==> src/hdl/ssp_pkg.sv <==
// ----------------------------------------------------------------------------
// ssp_pkg
// Shared types and constants for the step/direction pulse generator.
// ----------------------------------------------------------------------------
`default_nettype none

package ssp_pkg;

    localparam int STEP_COUNT_BITS       = 32;
    localparam int HALF_PERIOD_NUMERATOR = 500000;

    localparam int COUNT_W  = 32;
    localparam int FREQ_W   = 18;
    localparam int HP_W     = 19;
    localparam int DIV_CNT_W = $clog2(HP_W);

    localparam logic [FREQ_W-1:0] FREQ_MIN   = FREQ_W'(1);
    localparam logic [FREQ_W-1:0] FREQ_MAX   = FREQ_W'(250000);
    localparam logic [FREQ_W-1:0] FREQ_RESET = FREQ_W'(1000);

    localparam int PADDR_W = 3;
    localparam int PDATA_W = 32;

    // register index taken from paddr[2]
    localparam logic REG_FREQ = 1'b0;
    localparam logic REG_DIR  = 1'b1;

    typedef enum logic [1:0] {
        FN_TICK  = 2'd0,
        FN_START = 2'd1,
        FN_SLEEP = 2'd2
    } t_func;

    typedef enum logic [1:0] {
        ST_IDLE,
        ST_DIV,
        ST_DONE
    } t_state;

endpackage

`default_nettype wire

==> src/hdl/ssp_if.sv <==
// ----------------------------------------------------------------------------
// ssp_cmd_if / ssp_res_if
// Valid/ready channels for commands and pin status results.
// ----------------------------------------------------------------------------
`default_nettype none

interface ssp_cmd_if import ssp_pkg::*; ();
    logic               valid;
    logic               ready;
    logic [1:0]         func;
    logic [COUNT_W-1:0] step_count;
    logic               sleep_on;
    logic               fault_level;

    modport source (output valid, func, step_count, sleep_on, fault_level, input ready);
    modport sink   (input valid, func, step_count, sleep_on, fault_level, output ready);
endinterface

interface ssp_res_if import ssp_pkg::*; ();
    logic               valid;
    logic               ready;
    logic               step_level;
    logic               enable_n;
    logic               sleep_n;
    logic               dir_level;
    logic [COUNT_W-1:0] steps_done;
    logic               running;
    logic               fault_flag;

    modport source (output valid, step_level, enable_n, sleep_n, dir_level, steps_done,
                    running, fault_flag, input ready);
    modport sink   (input valid, step_level, enable_n, sleep_n, dir_level, steps_done,
                    running, fault_flag, output ready);
endinterface

`default_nettype wire

==> src/hdl/stepper_step_pulse_generator.sv <==
// ----------------------------------------------------------------------------
// stepper_step_pulse_generator
// Step/direction pulse generator for a stepper driver. Each command transfer
// is a 1 us tick, a start with a step count, or a sleep request, and yields
// one status transfer with the pin levels after that command. A tick, sleep,
// stop (count 0) or unknown command goes straight to the done state; a
// start with a nonzero count first runs the half period division (500000 /
// frequency), which runs one quotient bit per cycle of its 19-bit quotient
// on a single shared subtractor. A new command is taken while the previous
// status still waits on the result channel.
// ----------------------------------------------------------------------------
`default_nettype none

module stepper_step_pulse_generator import ssp_pkg::*; (
    input  wire logic               i_clk,
    input  wire logic               i_rst_n,
    ssp_cmd_if.sink                 i_cmd,
    ssp_res_if.source               o_res,
    input  wire logic               psel,
    input  wire logic               penable,
    input  wire logic               pwrite,
    input  wire logic [PADDR_W-1:0] paddr,
    input  wire logic [PDATA_W-1:0] pwdata,
    output logic      [PDATA_W-1:0] prdata,
    output logic                    pready
);

    localparam logic [HP_W-1:0] HP_NUM = HP_W'(HALF_PERIOD_NUMERATOR);

    t_state                     r_state, n_state;
    logic [DIV_CNT_W-1:0]       r_cnt, n_cnt;
    logic [HP_W-1:0]            r_rem, n_rem;
    logic [HP_W-1:0]            r_quo, n_quo;
    logic                       r_fault, n_fault;
    logic [STEP_COUNT_BITS-1:0] r_target, n_target;
    logic [STEP_COUNT_BITS-1:0] r_issued, n_issued;
    logic [HP_W-1:0]            r_half, n_half;
    logic [HP_W-1:0]            r_phase, n_phase;
    logic                       r_step, n_step;
    logic                       r_run, n_run;
    logic                       r_enable, n_enable;
    logic                       r_sleep, n_sleep;
    logic                       r_dir, n_dir;
    logic [FREQ_W-1:0]          r_freq;
    logic                       r_dirsel;
    logic                       r_out_valid, n_out_valid;

    logic                       cmd_xfer;
    logic                       cfg_wr;
    logic [STEP_COUNT_BITS-1:0] cmd_count;
    logic [HP_W-1:0]            trial;
    logic [HP_W:0]              diff;
    logic                       ge;
    logic [HP_W-1:0]            quo_next;
    logic [FREQ_W-1:0]          wr_freq;

    assign pready    = 1'b1;
    assign cfg_wr    = psel & penable & pwrite & pready;
    assign wr_freq   = pwdata[FREQ_W-1:0];
    assign cmd_xfer  = i_cmd.valid & i_cmd.ready;
    assign cmd_count = i_cmd.step_count[STEP_COUNT_BITS-1:0];
    assign i_cmd.ready = (r_state == ST_IDLE);

    // shared restoring divide step
    assign trial    = {r_rem[HP_W-2:0], HP_NUM[r_cnt]};
    assign diff     = {1'b0, trial} - (HP_W+1)'(r_freq);
    assign ge       = ~diff[HP_W];
    assign quo_next = {r_quo[HP_W-2:0], ge};

    always_ff @(posedge i_clk) begin
        if (!i_rst_n) begin
            r_freq   <= FREQ_RESET;
            r_dirsel <= 1'b0;
        end else if (cfg_wr) begin
            unique case (paddr[2])
                REG_FREQ: begin
                    if (wr_freq >= FREQ_MIN && wr_freq <= FREQ_MAX) begin
                        r_freq <= wr_freq;
                    end
                end
                REG_DIR:  r_dirsel <= pwdata[0];
                default:  r_dirsel <= r_dirsel;
            endcase
        end
    end

    always_comb begin
        unique case (paddr[2])
            REG_FREQ: prdata = PDATA_W'(r_freq);
            REG_DIR:  prdata = PDATA_W'(r_dirsel);
            default:  prdata = '0;
        endcase
    end

    always_ff @(posedge i_clk) begin
        if (!i_rst_n) begin
            r_state     <= ST_IDLE;
            r_target    <= '0;
            r_issued    <= '0;
            r_half      <= '0;
            r_phase     <= '0;
            r_step      <= 1'b0;
            r_run       <= 1'b0;
            r_enable    <= 1'b1;
            r_sleep     <= 1'b1;
            r_dir       <= 1'b0;
            r_out_valid <= 1'b0;
        end else begin
            r_state     <= n_state;
            r_target    <= n_target;
            r_issued    <= n_issued;
            r_half      <= n_half;
            r_phase     <= n_phase;
            r_step      <= n_step;
            r_run       <= n_run;
            r_enable    <= n_enable;
            r_sleep     <= n_sleep;
            r_dir       <= n_dir;
            r_out_valid <= n_out_valid;
        end
    end

    always_ff @(posedge i_clk) begin
        r_cnt   <= n_cnt;
        r_rem   <= n_rem;
        r_quo   <= n_quo;
        r_fault <= n_fault;
    end

    // output register
    always_ff @(posedge i_clk) begin
        if (r_state == ST_DONE && (!r_out_valid || o_res.ready)) begin
            o_res.step_level <= r_step;
            o_res.enable_n   <= r_enable;
            o_res.sleep_n    <= r_sleep;
            o_res.dir_level  <= r_dir;
            o_res.steps_done <= COUNT_W'(r_issued);
            o_res.running    <= r_run;
            o_res.fault_flag <= ~r_fault;
        end
    end

    assign o_res.valid = r_out_valid;

    always_comb begin
        n_state     = r_state;
        n_cnt       = r_cnt;
        n_rem       = r_rem;
        n_quo       = r_quo;
        n_fault     = r_fault;
        n_target    = r_target;
        n_issued    = r_issued;
        n_half      = r_half;
        n_phase     = r_phase;
        n_step      = r_step;
        n_run       = r_run;
        n_enable    = r_enable;
        n_sleep     = r_sleep;
        n_dir       = r_dir;
        n_out_valid = r_out_valid & ~o_res.ready;

        unique case (r_state)
            ST_IDLE: begin
                if (cmd_xfer) begin
                    n_fault = i_cmd.fault_level;
                    n_state = ST_DONE;
                    unique case (t_func'(i_cmd.func))
                        FN_TICK: begin
                            if (r_run) begin
                                if (r_phase > HP_W'(1)) begin
                                    n_phase = r_phase - HP_W'(1);
                                end else if (r_step) begin
                                    n_step  = 1'b0;
                                    n_phase = r_half;
                                end else if (r_issued < r_target) begin
                                    n_issued = r_issued + STEP_COUNT_BITS'(1);
                                    n_step   = 1'b1;
                                    n_phase  = r_half;
                                end else begin
                                    n_run    = 1'b0;
                                    n_enable = 1'b1;
                                    n_phase  = '0;
                                end
                            end
                        end
                        FN_START: begin
                            n_run    = 1'b0;
                            n_step   = 1'b0;
                            n_enable = 1'b1;
                            n_phase  = '0;
                            if (cmd_count != '0) begin
                                n_issued = '0;
                                n_target = cmd_count;
                                n_rem    = '0;
                                n_quo    = '0;
                                n_cnt    = DIV_CNT_W'(HP_W - 1);
                                n_state  = ST_DIV;
                            end
                        end
                        FN_SLEEP: begin
                            if (i_cmd.sleep_on) begin
                                n_run    = 1'b0;
                                n_step   = 1'b0;
                                n_enable = 1'b1;
                                n_phase  = '0;
                                n_sleep  = 1'b0;
                            end else begin
                                n_sleep  = 1'b1;
                            end
                        end
                        default: begin
                            n_state = ST_DONE;
                        end
                    endcase
                end
            end
            ST_DIV: begin
                n_rem = ge ? diff[HP_W-1:0] : trial;
                n_quo = quo_next;
                n_cnt = r_cnt - DIV_CNT_W'(1);
                if (r_cnt == '0) begin
                    n_half   = (quo_next == '0) ? HP_W'(1) : quo_next;
                    n_dir    = r_dirsel;
                    n_enable = 1'b0;
                    n_run    = 1'b1;
                    n_phase  = HP_W'(1);
                    n_state  = ST_DONE;
                end
            end
            ST_DONE: begin
                if (!r_out_valid || o_res.ready) begin
                    n_out_valid = 1'b1;
                    n_state     = ST_IDLE;
                end
            end
            default: begin
                n_state = ST_IDLE;
            end
        endcase
    end

`ifndef NO_ASSERTIONS
    a_run_enables: assert property (@(posedge i_clk) disable iff (!i_rst_n)
        r_run |-> !r_enable)
        else $error("run active with driver disabled");

    a_step_in_run: assert property (@(posedge i_clk) disable iff (!i_rst_n)
        r_step |-> r_run)
        else $error("step pin high outside a run");

    a_issued_bound: assert property (@(posedge i_clk) disable iff (!i_rst_n)
        r_run |-> (r_issued <= r_target))
        else $error("issued steps beyond target");

    a_half_nonzero: assert property (@(posedge i_clk) disable iff (!i_rst_n)
        r_run |-> (r_half != '0))
        else $error("zero half period in a run");

    a_div_no_accept: assert property (@(posedge i_clk) disable iff (!i_rst_n)
        (r_state == ST_DIV) |=> !$past(cmd_xfer))
        else $error("command taken during division");
`endif

endmodule

`default_nettype wire

==> src/flat_wrapper.sv <==
// flat-port wrapper written by rule: the top's interface ports become plain ports
module stepper_step_pulse_generator_flat import ssp_pkg::*;
  (i_clk, i_rst_n, psel, penable, pwrite, paddr, pwdata, prdata, pready, i_cmd_valid, i_cmd_func, i_cmd_step_count, i_cmd_sleep_on, i_cmd_fault_level, i_cmd_ready, o_res_valid, o_res_step_level, o_res_enable_n, o_res_sleep_n, o_res_dir_level, o_res_steps_done, o_res_running, o_res_fault_flag, o_res_ready);
  ssp_cmd_if i_cmd_i ();
  ssp_res_if o_res_i ();
  input  wire logic i_clk;
  input  wire logic i_rst_n;
  input  wire logic psel;
  input  wire logic penable;
  input  wire logic pwrite;
  input  wire logic [PADDR_W-1:0] paddr;
  input  wire logic [PDATA_W-1:0] pwdata;
  output logic      [PDATA_W-1:0] prdata;
  output logic pready;
  input wire logic [$bits(i_cmd_i.valid)-1:0] i_cmd_valid;
  input wire logic [$bits(i_cmd_i.func)-1:0] i_cmd_func;
  input wire logic [$bits(i_cmd_i.step_count)-1:0] i_cmd_step_count;
  input wire logic [$bits(i_cmd_i.sleep_on)-1:0] i_cmd_sleep_on;
  input wire logic [$bits(i_cmd_i.fault_level)-1:0] i_cmd_fault_level;
  output wire logic [$bits(i_cmd_i.ready)-1:0] i_cmd_ready;
  output wire logic [$bits(o_res_i.valid)-1:0] o_res_valid;
  output wire logic [$bits(o_res_i.step_level)-1:0] o_res_step_level;
  output wire logic [$bits(o_res_i.enable_n)-1:0] o_res_enable_n;
  output wire logic [$bits(o_res_i.sleep_n)-1:0] o_res_sleep_n;
  output wire logic [$bits(o_res_i.dir_level)-1:0] o_res_dir_level;
  output wire logic [$bits(o_res_i.steps_done)-1:0] o_res_steps_done;
  output wire logic [$bits(o_res_i.running)-1:0] o_res_running;
  output wire logic [$bits(o_res_i.fault_flag)-1:0] o_res_fault_flag;
  input wire logic [$bits(o_res_i.ready)-1:0] o_res_ready;
  assign i_cmd_i.valid = i_cmd_valid;
  assign i_cmd_i.func = i_cmd_func;
  assign i_cmd_i.step_count = i_cmd_step_count;
  assign i_cmd_i.sleep_on = i_cmd_sleep_on;
  assign i_cmd_i.fault_level = i_cmd_fault_level;
  assign i_cmd_ready = i_cmd_i.ready;
  assign o_res_valid = o_res_i.valid;
  assign o_res_step_level = o_res_i.step_level;
  assign o_res_enable_n = o_res_i.enable_n;
  assign o_res_sleep_n = o_res_i.sleep_n;
  assign o_res_dir_level = o_res_i.dir_level;
  assign o_res_steps_done = o_res_i.steps_done;
  assign o_res_running = o_res_i.running;
  assign o_res_fault_flag = o_res_i.fault_flag;
  assign o_res_i.ready = o_res_ready;
  stepper_step_pulse_generator u_core (.i_clk(i_clk), .i_rst_n(i_rst_n), .i_cmd(i_cmd_i), .o_res(o_res_i), .psel(psel), .penable(penable), .pwrite(pwrite), .paddr(paddr), .pwdata(pwdata), .prdata(prdata), .pready(pready));
endmodule
==> config.mk <==
export PLATFORM = sky130hd
export DESIGN_NAME = stepper_step_pulse_generator_flat
export DESIGN_NICKNAME = d
export VERILOG_FILES = /design/src/hdl/ssp_pkg.sv /design/src/hdl/ssp_if.sv /design/src/hdl/stepper_step_pulse_generator.sv /design/src/flat_wrapper.sv
export SDC_FILE = /design/constraint.sdc
export NUM_CORES = 1
export LEC_CHECK = 0
export BUFFER_PORTS_ARGS = -buffer_cell sky130_fd_sc_hd__buf_2
export CORE_AREA = 5 5 138 173
export DETAILED_ROUTE_END_ITERATION = 10
export DIE_AREA = 0 0 143 178
export HOLD_SLACK_MARGIN = 0.05
export PLACE_DENSITY = 0.72
export SLEW_MARGIN = 20
export SYNTH_ARGS = -nofsm -noshare
export SYNTH_HDL_FRONTEND = slang
export SYNTH_SLANG_ARGS = --single-unit
==> constraint.sdc <==
create_clock -name i_clk -period 3.9 [get_ports i_clk]
set_clock_uncertainty 0.05 [all_clocks]
set_input_delay 0.195 -clock i_clk [delete_from_list [all_inputs] [get_ports i_clk]]
set_output_delay 0.195 -clock i_clk [all_outputs]
set_load 0.01 [all_outputs]
==> qor.txt <==
CP Data Required Time - 4270 ps
Mapped Cells - 1177
# setup viols final - 0
Setup TNS - 0 ps
Mapped Area - 10800 um^2
Slew Limit Fails - 0
status - completed
CTS buffer count - 23
Die ar. - 25500 um^2
Tmin final - 3170 ps
number of global-route vias before repair - 8614
Worst R2R Start - u_core.r_phase[11]
gr ovfl total - 0
fin crit share - 81.2%
Leakage - 5.21 nW
ys flop type - dfxtp_1
CTS Sinks - 210
GR peak layer - met2
RR Endpoint - u_core.r_issued[29]
Post-Layout Cell Count - 1635
Routed WL - 26.0 mm
Worst Path Buf+Inv - 0
Worst-path clk slew - 50 ps
synth-to-layout area growth - 19.3%
met3 Use GR - 3.24%
met1 Use GR - 24.9%
leading area contributor after synthesis - dfxtp_1
Crit-path slowest cell - nor2_1
DRC viols - 0
post-synthesis sequential area ratio - 46.1%
crit path cell chain - nor3_1 > nand4b_1 > and4bb_1 > a21boi_1 > nor2_1 > nand3_1 > nor4_1 > mux2i_1
Root Driver - clkbuf_16
Crit. path cell count - 8
slew at the pin closest to its max-slew limit - 735 ps
Syn. warnings - 0
vias per cell - 5.53
max incr delay on CP - 520 ps
asr flop ratio synth - 0%
CP Capture Type - register
flops & latches, synth - 210
RSZ-0062 raised after global routing - false
critical path startpoint - u_core.r_phase[11]
top cell type's share of synthesized area - 24.0%
DR iter-0 viols - 553
PwrDens - 417 nW/um^2
commonest cells in the netlist - dfxtp_1, nand2_1, a21oi_1
CP Max Fanout - 8
DIE WIDTH - 143 um
postcts setup bufs - 0
CTS H-tree depth - 1
pin count of the biggest net entering global routing - 71
drt first pass iters - 5
RePlAce Congestion - 0.855
FILL cells - 1894
share of post-route cells with drive strength above 1 - 13.8%
Final Hold Fails - 0
most frequent cell after synthesis - dfxtp_1
Row Count - 61
adder-cell share of the synthesized area - 6.76%
CP arrival - 3540 ps
syn_area_per_cell - 9.21 um^2
Starting Density - 49.2%
# IOs - 151
critical path's top delay family - simple AND/OR/NAND/NOR gates
Max Cap Violations - 0
synth top area cells - dfxtp_1, edfxtp_1, ha_1
CP startpoint kind - register
Post-synth EDFFs - 80
core area - 22100 um^2
Compound-Gate Fraction of Synth Area - 15.0%
initial antenna violation count - 3
Synth Area in XOR/XNOR - 0.969%
Max Fclk - 0.316 GHz
Slew headroom - 50.5%
Worst-Skew Late Latency - 520 ps
Final ANT Viol Nets - 0
nets - 1471
VDD IR-drop max - 0.391 mV
dpl cells - 1539
Gates resized, CTS repair - 0
GRT Total Usage - 20.1%
crit path to - u_core.r_issued[29]
first-pass GRT wire length - 42.2 mm
Worst Setup Path Type - reg -> reg
largest family of logic cells by synthesized area - simple AND/OR/NAND/NOR gates
Synth Area in Simple Gates - 20.5%
HPWL after DPL - 18.0 mm
r2r worst-path depth - 8
Hold Path Class - in -> reg
CTS tree - built
I/O Buffers - 119
mux cell area share after synthesis - 4.93%
GRT met2 Usage - 35.4%
WL per Instance - 15.9 um
synth unique cells - 67
# diodes - 0
via count - 9043
Die Y - 178 um
maximum root-to-sink buffer count - 3
flop-to-flop setup slack - 730 ps
-- where the power goes --
group	internal (mW)	total [mW]	leakage (nW)	switching, mW
clock network	1.17	2.02	0.349	0.850
logic	0.378	0.988	3.04	0.610
registers	2.34	2.39	1.81	0.0441
-- layer usage --
metal | vias to the layer above | share of wire (%) | wire, um
met5 | - | 0.17 | 43
met2 | 241 | 49 | 12800
met1 | 4212 | 42 | 10900
met4 | 6 | 3.1 | 817
met3 | 69 | 5.5 | 1440
li1 | 4515 | - | -
-- registers in the layout, summed over array words and instances, names as in the netlist, 2 cells and up --
register,count
u_core.r_phase,19
u_core.r_issued,32
u_core.o_res.steps_done,32
u_core.r_state,2
u_core.r_quo,18
u_core.r_cnt,5
u_core.r_rem,18
u_core.r_target,32
u_core.r_half,19
u_core.r_freq,18
-- cells in the final DEF, fill, tap and decap left out, types with 4 or more instances in the layout --
cell           instances
nor2_1                78
o211ai_1               5
xnor2_1                8
nand3_1               30
clkbuf_16             23
o31ai_1               22
ha_1                  57
a211oi_1               8
nor4_1                22
nand2b_1               6
or4_1                 25
and4_1                 4
nand2_1              117
clkinv_1               4
nand4_1               14
o311ai_0              11
mux2i_1               50
and2_1                25
dlygate4sd3_1         53
xor2_1                 4
a21oi_1               87
and3_1                 7
or3_1                 11
a21boi_0              21
buf_4                 19
conb_1                15
nor3_1                22
dfxtp_1              130
buf_2                119
edfxtp_1              80
clkbuf_1               5
a31oi_1                6
clkinv_2               6
inv_1                 74
nor2b_1               54
o21ai_0               72
-- cell type report --
type / count / area (um^2) / share of cell area [%]
multi-input combinational: 834 / 5310 / 41.1
inverter: 74 / 278 / 2.15
sequential: 210 / 5000 / 38.7
clock inverter: 13 / 92.6 / 0.716
clock buffer: 29 / 608 / 4.70
tap: 283 / 354 / 2.74
timing repair buffer: 192 / 1290 / 9.96
-- how the worst min path moves through the flow --
stage | startpoint | end | slack, ps | depth (start not counted)
2_1_floorplan | i_cmd_fault_level | u_core.r_fault | 240 | 0
3_3_place_gp | i_cmd_fault_level | u_core.r_fault | 350 | 1
3_5_place_dp | i_cmd_fault_level | u_core.r_fault | 350 | 1
4_1_cts | penable | u_core.r_dirsel | 50 | 4
5_1_grt | penable | u_core.r_dirsel | 90 | 4
6_report | pwrite | u_core.r_dirsel | 70 | 4
-- repair_timing --
item,in CTS,in global routing
hold endpoints to repair,54,0
endpoints found under the setup margin,0,0
hold buffers,53,0
-- worst min-delay path, cell delays in order --
cell and delay, ps:
buf_2 100, nand4_1 90, mux2i_1 90, nor2b_1 100
-- per-stage QoR --
step                      worst slack (ps)  instance area (um^2)  power (mW)  hold slack (ps)  utilization (%)
after floorplan                        986                 10900        3.15              244                -
after global placement                 669                 11700        3.34              353             53.0
after detailed placement               602                 11700        3.36              352             53.0
after CTS                              587                 12900        5.44             51.7             58.5
after global routing                   520                 12900        5.65             87.7             58.7
final                                  733                 12900        5.40             71.2             58.7
-- cell families (layout without fill, tap and decap cells) --
group	Yosys count	in the layout
other	2	15
DFF	210	210
xor gates and xnor gates	12	12
muxes	53	53
AOI/OAI and AO/OA	264	264
adders and majority gates	58	58
and+or+nand+nor	432	432
buffers and inverters	146	308
(Power assumes the default switching activity.)
